## config.mk

```make
export PLATFORM = sky130hd
export DESIGN_NAME = two_axis_joystick_step_follower
export DESIGN_NICKNAME = d
export VERILOG_FILES = /design/src/rtl/core/jsf_pkg.sv /design/src/rtl/core/two_axis_joystick_step_follower.sv /design/src/rtl/core/jsf_mul.sv /design/src/rtl/core/jsf_div.sv
export SDC_FILE = /design/constraint.sdc
export NUM_CORES = 1
export LEC_CHECK = 0
export ABC_AREA = 1
export ABC_CLOCK_PERIOD_IN_PS = 7000
export BUFFER_PORTS_ARGS = -buffer_cell sky130_fd_sc_hd__buf_2
export CAP_MARGIN = 20
export CORE_UTILIZATION = 58
export CTS_CLUSTER_DIAMETER = 60
export CTS_CLUSTER_SIZE = 30
export DETAILED_ROUTE_END_ITERATION = 8
export PLACE_DENSITY = 0.86
export SLEW_MARGIN = 20
export SYNTH_ARGS = -nofsm -noshare
export SYNTH_HDL_FRONTEND = slang
export SYNTH_HIERARCHICAL = 1
export SYNTH_SLANG_ARGS = --single-unit
```

## constraint.sdc

```tcl
create_clock -name clk -period 7 [get_ports clk]
set_input_delay 1.05 -clock clk [delete_from_list [all_inputs] [get_ports clk]]
set_output_delay 1.05 -clock clk [all_outputs]
set_load 0.005 [all_outputs]
```

## src/rtl/core/jsf_pkg.sv

```systemverilog
`default_nettype none

package jsf_pkg;

  localparam int LIM_W  = 14;
  localparam int POS_W  = 15;
  localparam int NORM_W = 16;
  localparam int JOY_W  = 16;
  localparam int MAG_W  = 15;
  localparam int FRAC_W = 14;
  localparam int PROD_W = MAG_W + LIM_W;
  localparam int QUO_W  = MAG_W;
  localparam int CNT_W  = $clog2(QUO_W + 1);

  localparam logic [MAG_W-1:0]         MAX_LIMIT_STEPS = 15'd16383;
  localparam logic [LIM_W-1:0]         LIM_RESET       = 14'd1024;
  localparam logic signed [NORM_W-1:0] Q_ONE           = 16'sd16384;
  localparam logic signed [NORM_W-1:0] DEADZONE_CODES  = 16'sd819;
  localparam logic [PROD_W-1:0]        ROUND_HALF      = PROD_W'(1) << (FRAC_W - 1);
  localparam logic [CNT_W-1:0]         DIV_STEPS       = CNT_W'(QUO_W);

  typedef logic [MAG_W-1:0]         mag_t;
  typedef logic [LIM_W-1:0]         lim_t;
  typedef logic signed [POS_W-1:0]  pos_t;
  typedef logic signed [NORM_W-1:0] norm_t;

  typedef enum logic [2:0] {
    ACT_SET_TARGET = 3'd0,
    ACT_TICK       = 3'd1,
    ACT_STOP       = 3'd2,
    ACT_CENTER     = 3'd3,
    ACT_REAPPLY    = 3'd4
  } action_t;

  typedef struct packed {
    logic busy;
    logic done;
  } div_stat_t;

  function automatic norm_t shape_joy(input logic signed [JOY_W-1:0] v);
    norm_t c;
    c = v;
    if (v > Q_ONE) begin
      c = Q_ONE;
    end else if (v < -Q_ONE) begin
      c = -Q_ONE;
    end
    if (c <= DEADZONE_CODES && c >= -DEADZONE_CODES) begin
      c = '0;
    end
    return c;
  endfunction

endpackage

`default_nettype wire

```

## src/rtl/core/two_axis_joystick_step_follower.sv

```systemverilog
// Two-axis joystick step follower: rotation and tilt axes chase step targets.
// Input channel in_valid/in_stall carries one action beat with in_action,
// in_joy_x and in_joy_y; each beat returns exactly one result beat on
// out_valid/out_stall with the step flags, positions, normalized values
// and the moving flag after the action.
// cfg_we/cfg_index/cfg_wdata write the two travel limits; write only while idle.
// Tick, center and unknown actions go straight to the final state;
// set_target and reapply_limits compute both targets on one shared 15x14
// multiplier, one axis at a time; stop may run a serial restoring divider
// with a 15-bit quotient for each axis, axes in turn.
// One action is in flight at a time: in_stall is high from acceptance until
// the result is loaded into the output register. A result held by out_stall
// does not block the next input beat; the following result waits in the
// final sequencer state until the output register frees.
// Reset clears positions, targets and normalized values, sets both limits
// to 1024 and empties the output register.
`default_nettype none

module two_axis_joystick_step_follower (
  input  wire logic                clk,
  input  wire logic                rst_n,
  input  wire logic                in_valid,
  output logic                     in_stall,
  input  wire logic [2:0]          in_action,
  input  wire logic signed [15:0]  in_joy_x,
  input  wire logic signed [15:0]  in_joy_y,
  output logic                     out_valid,
  input  wire logic                out_stall,
  output logic                     out_rot_step,
  output logic                     out_rot_dir_up,
  output logic                     out_tilt_step,
  output logic                     out_tilt_dir_up,
  output logic signed [14:0]       out_rot_pos_out,
  output logic signed [14:0]       out_tilt_pos_out,
  output logic signed [15:0]       out_norm_x_out,
  output logic signed [15:0]       out_norm_y_out,
  output logic                     out_moving,
  input  wire logic                cfg_we,
  input  wire logic [0:0]          cfg_index,
  input  wire logic [13:0]         cfg_wdata
);
  import jsf_pkg::*;

  typedef enum logic [2:0] {
    S_IDLE,
    S_MUL,
    S_MULW,
    S_NORM,
    S_DIVW,
    S_DONE
  } state_t;

  localparam logic [0:0] CFG_ROT_LIMIT  = 1'b0;
  localparam logic [0:0] CFG_TILT_LIMIT = 1'b1;

  state_t    state_r;
  logic      ax_r;
  lim_t      rot_lim_r;
  lim_t      tilt_lim_r;
  pos_t      rot_pos_r;
  pos_t      tilt_pos_r;
  pos_t      rot_tgt_r;
  pos_t      tilt_tgt_r;
  norm_t     norm_x_r;
  norm_t     norm_y_r;
  logic      rs_r;
  logic      ru_r;
  logic      ts_r;
  logic      tu_r;
  logic      out_valid_r;
  logic      out_rs_r;
  logic      out_ru_r;
  logic      out_ts_r;
  logic      out_tu_r;
  pos_t      out_rot_pos_r;
  pos_t      out_tilt_pos_r;
  norm_t     out_norm_x_r;
  norm_t     out_norm_y_r;
  logic      out_moving_r;

  logic      acc;
  lim_t      rl;
  lim_t      tl;
  lim_t      cur_lim;
  norm_t     cur_norm;
  norm_t     neg_norm;
  pos_t      cur_pos;
  pos_t      neg_pos;
  mag_t      norm_mag;
  mag_t      pos_mag;
  mag_t      mul_steps;
  pos_t      tgt_new;
  logic      lim_zero;
  logic      div_start;
  mag_t      div_quo;
  div_stat_t div_stat;
  norm_t     norm_new_mag;
  norm_t     norm_new;
  logic      rot_go;
  logic      rot_up;
  logic      tilt_go;
  logic      tilt_up;

  assign acc      = in_valid && !in_stall;
  assign in_stall = (state_r != S_IDLE);

  assign rl = ({1'b0, rot_lim_r} > MAX_LIMIT_STEPS) ? MAX_LIMIT_STEPS[LIM_W-1:0] : rot_lim_r;
  assign tl = ({1'b0, tilt_lim_r} > MAX_LIMIT_STEPS) ? MAX_LIMIT_STEPS[LIM_W-1:0] : tilt_lim_r;

  assign cur_lim  = ax_r ? tl : rl;
  assign cur_norm = ax_r ? norm_y_r : norm_x_r;
  assign cur_pos  = ax_r ? tilt_pos_r : rot_pos_r;
  assign neg_norm = -cur_norm;
  assign neg_pos  = -cur_pos;
  assign norm_mag = cur_norm[NORM_W-1] ? neg_norm[MAG_W-1:0] : cur_norm[MAG_W-1:0];
  assign pos_mag  = cur_pos[POS_W-1] ? neg_pos : cur_pos;
  assign lim_zero = (cur_lim == '0);

  assign tgt_new  = cur_norm[NORM_W-1] ? -pos_t'(mul_steps) : pos_t'(mul_steps);

  assign div_start = (state_r == S_NORM) && !lim_zero && (pos_mag < {1'b0, cur_lim});

  always_comb begin
    if (state_r == S_DIVW) begin
      norm_new_mag = {1'b0, div_quo};
    end else if (lim_zero) begin
      norm_new_mag = '0;
    end else begin
      norm_new_mag = Q_ONE;
    end
    norm_new = cur_pos[POS_W-1] ? -norm_new_mag : norm_new_mag;
  end

  assign rot_go  = (rot_pos_r != rot_tgt_r);
  assign rot_up  = (rot_tgt_r > rot_pos_r);
  assign tilt_go = (tilt_pos_r != tilt_tgt_r);
  assign tilt_up = (tilt_tgt_r > tilt_pos_r);

  jsf_mul u_mul (
    .clk   (clk),
    .load  (state_r == S_MUL),
    .mag   (norm_mag),
    .lim   (cur_lim),
    .steps (mul_steps)
  );

  jsf_div u_div (
    .clk    (clk),
    .rst_n  (rst_n),
    .start  (div_start),
    .num_hi (pos_mag),
    .num_lo ({1'b0, cur_lim}),
    .den    ({cur_lim, 1'b0}),
    .quo    (div_quo),
    .stat   (div_stat)
  );

  always_ff @(posedge clk) begin
    if (!rst_n) begin
      state_r        <= S_IDLE;
      ax_r           <= 1'b0;
      rot_lim_r      <= LIM_RESET;
      tilt_lim_r     <= LIM_RESET;
      rot_pos_r      <= '0;
      tilt_pos_r     <= '0;
      rot_tgt_r      <= '0;
      tilt_tgt_r     <= '0;
      norm_x_r       <= '0;
      norm_y_r       <= '0;
      rs_r           <= 1'b0;
      ru_r           <= 1'b0;
      ts_r           <= 1'b0;
      tu_r           <= 1'b0;
      out_valid_r    <= 1'b0;
      out_rs_r       <= 1'b0;
      out_ru_r       <= 1'b0;
      out_ts_r       <= 1'b0;
      out_tu_r       <= 1'b0;
      out_rot_pos_r  <= '0;
      out_tilt_pos_r <= '0;
      out_norm_x_r   <= '0;
      out_norm_y_r   <= '0;
      out_moving_r   <= 1'b0;
    end else begin
      if (cfg_we) begin
        unique case (cfg_index)
          CFG_ROT_LIMIT:  rot_lim_r  <= cfg_wdata;
          CFG_TILT_LIMIT: tilt_lim_r <= cfg_wdata;
          default: ;
        endcase
      end

      if (out_valid_r && !out_stall && state_r != S_DONE) begin
        out_valid_r <= 1'b0;
      end

      unique case (state_r)
        S_IDLE: begin
          if (acc) begin
            rs_r <= (in_action == ACT_TICK) && rot_go;
            ru_r <= (in_action == ACT_TICK) && rot_go && rot_up;
            ts_r <= (in_action == ACT_TICK) && tilt_go;
            tu_r <= (in_action == ACT_TICK) && tilt_go && tilt_up;
            ax_r <= 1'b0;
            unique case (action_t'(in_action))
              ACT_SET_TARGET: begin
                norm_x_r <= shape_joy(in_joy_x);
                norm_y_r <= shape_joy(in_joy_y);
                state_r  <= S_MUL;
              end
              ACT_TICK: begin
                if (rot_go) begin
                  rot_pos_r <= rot_up ? rot_pos_r + pos_t'(1) : rot_pos_r - pos_t'(1);
                end
                if (tilt_go) begin
                  tilt_pos_r <= tilt_up ? tilt_pos_r + pos_t'(1) : tilt_pos_r - pos_t'(1);
                end
                state_r <= S_DONE;
              end
              ACT_STOP: begin
                rot_tgt_r  <= rot_pos_r;
                tilt_tgt_r <= tilt_pos_r;
                state_r    <= S_NORM;
              end
              ACT_CENTER: begin
                rot_pos_r  <= '0;
                tilt_pos_r <= '0;
                rot_tgt_r  <= '0;
                tilt_tgt_r <= '0;
                norm_x_r   <= '0;
                norm_y_r   <= '0;
                state_r    <= S_DONE;
              end
              ACT_REAPPLY: begin
                state_r <= S_MUL;
              end
              default: begin
                state_r <= S_DONE;
              end
            endcase
          end
        end

        S_MUL: begin
          state_r <= S_MULW;
        end

        S_MULW: begin
          if (ax_r) begin
            tilt_tgt_r <= tgt_new;
            state_r    <= S_DONE;
          end else begin
            rot_tgt_r <= tgt_new;
            ax_r      <= 1'b1;
            state_r   <= S_MUL;
          end
        end

        S_NORM: begin
          if (div_start) begin
            state_r <= S_DIVW;
          end else begin
            if (ax_r) begin
              norm_y_r <= norm_new;
              state_r  <= S_DONE;
            end else begin
              norm_x_r <= norm_new;
              ax_r     <= 1'b1;
            end
          end
        end

        S_DIVW: begin
          if (div_stat.done) begin
            if (ax_r) begin
              norm_y_r <= norm_new;
              state_r  <= S_DONE;
            end else begin
              norm_x_r <= norm_new;
              ax_r     <= 1'b1;
              state_r  <= S_NORM;
            end
          end
        end

        S_DONE: begin
          if (!out_valid_r || !out_stall) begin
            out_valid_r    <= 1'b1;
            out_rs_r       <= rs_r;
            out_ru_r       <= ru_r;
            out_ts_r       <= ts_r;
            out_tu_r       <= tu_r;
            out_rot_pos_r  <= rot_pos_r;
            out_tilt_pos_r <= tilt_pos_r;
            out_norm_x_r   <= norm_x_r;
            out_norm_y_r   <= norm_y_r;
            out_moving_r   <= rot_go || tilt_go;
            state_r        <= S_IDLE;
          end
        end

        default: begin
          state_r <= S_IDLE;
        end
      endcase
    end
  end

  assign out_valid        = out_valid_r;
  assign out_rot_step     = out_rs_r;
  assign out_rot_dir_up   = out_ru_r;
  assign out_tilt_step    = out_ts_r;
  assign out_tilt_dir_up  = out_tu_r;
  assign out_rot_pos_out  = out_rot_pos_r;
  assign out_tilt_pos_out = out_tilt_pos_r;
  assign out_norm_x_out   = out_norm_x_r;
  assign out_norm_y_out   = out_norm_y_r;
  assign out_moving       = out_moving_r;

  a_div_done_in_wait: assert property (@(posedge clk) disable iff (!rst_n)
    div_stat.done |-> (state_r == S_DIVW))
    else $error("divider finished outside its wait state");

  a_accept_busy: assert property (@(posedge clk) disable iff (!rst_n)
    acc |=> in_stall)
    else $error("accepted beat did not make the block busy");

  a_out_from_done: assert property (@(posedge clk) disable iff (!rst_n)
    $rose(out_valid_r) |-> ($past(state_r) == S_DONE))
    else $error("result loaded outside the final state");

  a_rot_pos_moves: assert property (@(posedge clk) disable iff (!rst_n)
    ($past(rst_n) && (rot_pos_r != $past(rot_pos_r))) |->
      (rot_pos_r == pos_t'(0) || rot_pos_r == $past(rot_pos_r) + pos_t'(1) ||
       rot_pos_r == $past(rot_pos_r) - pos_t'(1)))
    else $error("rotation position jumped by more than one step");

endmodule

`default_nettype wire

```

## src/rtl/core/jsf_mul.sv

```systemverilog
`default_nettype none

module jsf_mul (
  input  wire logic          clk,
  input  wire logic          load,
  input  wire jsf_pkg::mag_t mag,
  input  wire jsf_pkg::lim_t lim,
  output jsf_pkg::mag_t      steps
);
  import jsf_pkg::*;

  logic [PROD_W-1:0] prod_r;
  logic [PROD_W-1:0] rounded;
  mag_t              raw;
  mag_t              lim_ext;

  always_ff @(posedge clk) begin
    if (load) begin
      prod_r <= PROD_W'(mag) * PROD_W'(lim);
    end
  end

  assign rounded = prod_r + ROUND_HALF;
  assign raw     = rounded[PROD_W-1:FRAC_W];
  assign lim_ext = {1'b0, lim};
  assign steps   = (raw > lim_ext) ? lim_ext : raw;

endmodule

`default_nettype wire

```

## src/rtl/core/jsf_div.sv

```systemverilog
`default_nettype none

module jsf_div (
  input  wire logic          clk,
  input  wire logic          rst_n,
  input  wire logic          start,
  input  wire jsf_pkg::mag_t num_hi,
  input  wire jsf_pkg::mag_t num_lo,
  input  wire jsf_pkg::mag_t den,
  output jsf_pkg::mag_t      quo,
  output jsf_pkg::div_stat_t stat
);
  import jsf_pkg::*;

  mag_t             rem_r;
  mag_t             quo_r;
  logic [CNT_W-1:0] cnt_r;
  logic             busy_r;
  logic             done_r;
  logic [MAG_W:0]   shifted;
  logic [MAG_W:0]   diff;
  logic             fits;

  assign shifted = {rem_r, quo_r[MAG_W-1]};
  assign diff    = shifted - {1'b0, den};
  assign fits    = shifted >= {1'b0, den};

  always_ff @(posedge clk) begin
    if (!rst_n) begin
      busy_r <= 1'b0;
      done_r <= 1'b0;
      cnt_r  <= '0;
    end else begin
      done_r <= 1'b0;
      if (start) begin
        busy_r <= 1'b1;
        cnt_r  <= DIV_STEPS;
      end else if (busy_r) begin
        cnt_r <= cnt_r - CNT_W'(1);
        if (cnt_r == CNT_W'(1)) begin
          busy_r <= 1'b0;
          done_r <= 1'b1;
        end
      end
    end
  end

  always_ff @(posedge clk) begin
    if (start) begin
      rem_r <= num_hi;
      quo_r <= num_lo;
    end else if (busy_r) begin
      rem_r <= fits ? diff[MAG_W-1:0] : shifted[MAG_W-1:0];
      quo_r <= {quo_r[MAG_W-2:0], fits};
    end
  end

  assign quo       = quo_r;
  assign stat.busy = busy_r;
  assign stat.done = done_r;

endmodule

`default_nettype wire

```

==> impl_metrics.tcl <==
set metrics [dict create \
    status "finished clean" \
    root_buffer "clkbuf_16" \
    finClkSkew_ps 27.6 \
    design_area_sq_um 26400 \
    dieArea_sq_um 42800 \
    start_util_pct 59.2 \
    cp.required_ps 7300 \
    relSlewSlack_pct 27.0 \
    antenna_left 0 \
    clock_sinks 248 \
    tightest_slew_ps 1090 \
    routed-wl-met3_um 6680 \
    area_delta_synth_final_pct 8.61 \
    vias 23500 \
    crit_top_cell "nand2_1" \
    dr.pass1.iters 8 \
    holdPathEnd "tilt_lim_r[1]" \
    finalCritPeriodShare_pct 97.8 \
    hold_path.startpoint "tilt_lim_r[1]" \
    syn_area_sq_um 24300 \
    gp_congestion 1.09 \
    drt_iter0_drc 2718 \
    rsz0062_at_grt "yes" \
    fp.dieW_um 207 \
    grt_overflow 0 \
    drive_above_1_share_pct 9.67 \
    met2WireLength_um 31500 \
    max_stage_delay_ps 550 \
    dp_hpwl_um 53700 \
    critical_path_class "flip-flop to flip-flop" \
    fin_crit_ps 6840 \
    grt_pass1_wl_um 112000 \
    clk_pin_slew_ps 100 \
    ios 124 \
    rows 74 \
    fin_cells 4183 \
    ctsHoldBuffers 0 \
    cts_tree "built" \
    fmax_mhz 146 \
    cp-end-kind "flip-flop" \
    clk_latency_ps 550 \
    wl_per_cell_um 16.6 \
    wl_met1_um 28400 \
    first_global_vias 22000 \
    reg2reg_to "u_mul/prod_r[22]" \
    io_buffers 123 \
    reg2reg_slack_ps 160 \
    rr_startpoint "ax_r" \
    top_layer "met4" \
    synth_warnings 6 \
    r2r_cells 32 \
    die_y_um 207 \
    hp-class "flip-flop to flip-flop" \
    worstHoldPathCells 2 \
    route.detailed.drc 0 \
    wirelength_um 69600 \
    crit_path_start_kind "flip-flop" \
    arrival_ps 7140 \
    clock_path_buffers 3 \
    placed_area_sq_um 25400 \
    htree_levels 1 \
    hold_viol 0 \
    layout.nets 4045 \
    synth_cells 3556 \
    dp_cells 4132 \
    setup_viol 0 \
    critical-path-slowest-cell "fa_1" \
    avgSynthCellArea_sq_um 6.85 \
    grt_max_degree 101 \
    post_drt_via_cell_ratio 5.62 \
    drv_cap 0 \
    cts_buffers 19 \
    grt_usage_pct 32.6 \
    core_sq_um 41100 \
    finalMaxSlewViolations 0 \
    path_max_fanout 7 \
    antenna_found_initial 0 \
]
## repair_timing
| item | in CTS | in global routing |
|---|---|---|
| setup buffers | 0 | 16 |
| resized for setup | 0 | 59 |
| setup endpoints to repair | 0 | 16 |
## worst max-delay path by stage
stage,start,cells past startpoint,endpoint
4_1_cts,ax_r,30,u_mul/prod_r[17]
6_report,ax_r,32,u_mul/prod_r[22]
5_1_grt,ax_r,31,u_mul/prod_r[17]
2_1_floorplan,ax_r,28,u_mul/prod_r[27]
3_3_place_gp,ax_r,30,u_mul/prod_r[17]
3_5_place_dp,ax_r,30,u_mul/prod_r[17]
## metrics by stage
step                util [%]  TNS [ps]  hold WS [ps]  worst slack, ps
global route            64.3     -1160           493             -158
finish                  64.3         0           468              156
global placement        61.7         0           446              186
floorplan                  -         0           429              359
CTS                     63.5         0           469             5.29
detailed placement      61.7         0           448             69.2
## cells in the final DEF (no fill, tap or decap), types with 36 or more instances in the layout
cell type	instances
buf_2	123
fa_1	155
inv_1	599
ha_1	192
a31oi_1	37
edfxtp_1	46
dfxtp_1	201
nand4_1	38
buf_4	74
a21oi_1	237
nor2_1	317
o21ai_0	202
nand3_1	166
nand2_1	908
xor2_1	36
## final cells by class
cell class | instances | area [sq um]
Sequential cell | 248 | 5430
Inverter | 615 | 2310
Tap cell | 532 | 666
Antenna cell | 1 | 2.50
Clock buffer | 19 | 475
Clock inverter | 15 | 273
Fill cell | 3618 | 14700
Multi-Input combinational cell | 2552 | 16100
Timing Repair Buffer | 201 | 1220
## registers in the layout (all words and copies together) (netlist names), 15 cells and up
register          flops
tilt_pos_r           15
norm_x_r             16
u_div/quo            15
rot_tgt_r            15
out_norm_x_out       16
out_norm_y_out       16
u_div/rem_r          15
norm_y_r             16
out_rot_pos_out      15
u_mul/prod_r         16
rot_pos_r            15
tilt_tgt_r           15
out_tilt_pos_out     15
## worst max-delay path: cells and delay by family (launching register included)
family / cells / cell delay (ps)
adders and majority gates: 7 / 3400
and+or+nand+nor: 14 / 1580
buffers and inverters: 9 / 840
DFF: 1 / 390
AOI/OAI and AO/OA: 1 / 200
xor gates and xnor gates: 1 / 170
## layer usage
metal,GRT usage (%),vias up
met4,12.8,0
met2,52.8,1169
met1,43.9,10800
met5,0,-
li1,-,11400
met3,4.69,187
Power is not shown: default switching activity piles up to over one toggle a cycle in this logic, so the estimate is an artifact.
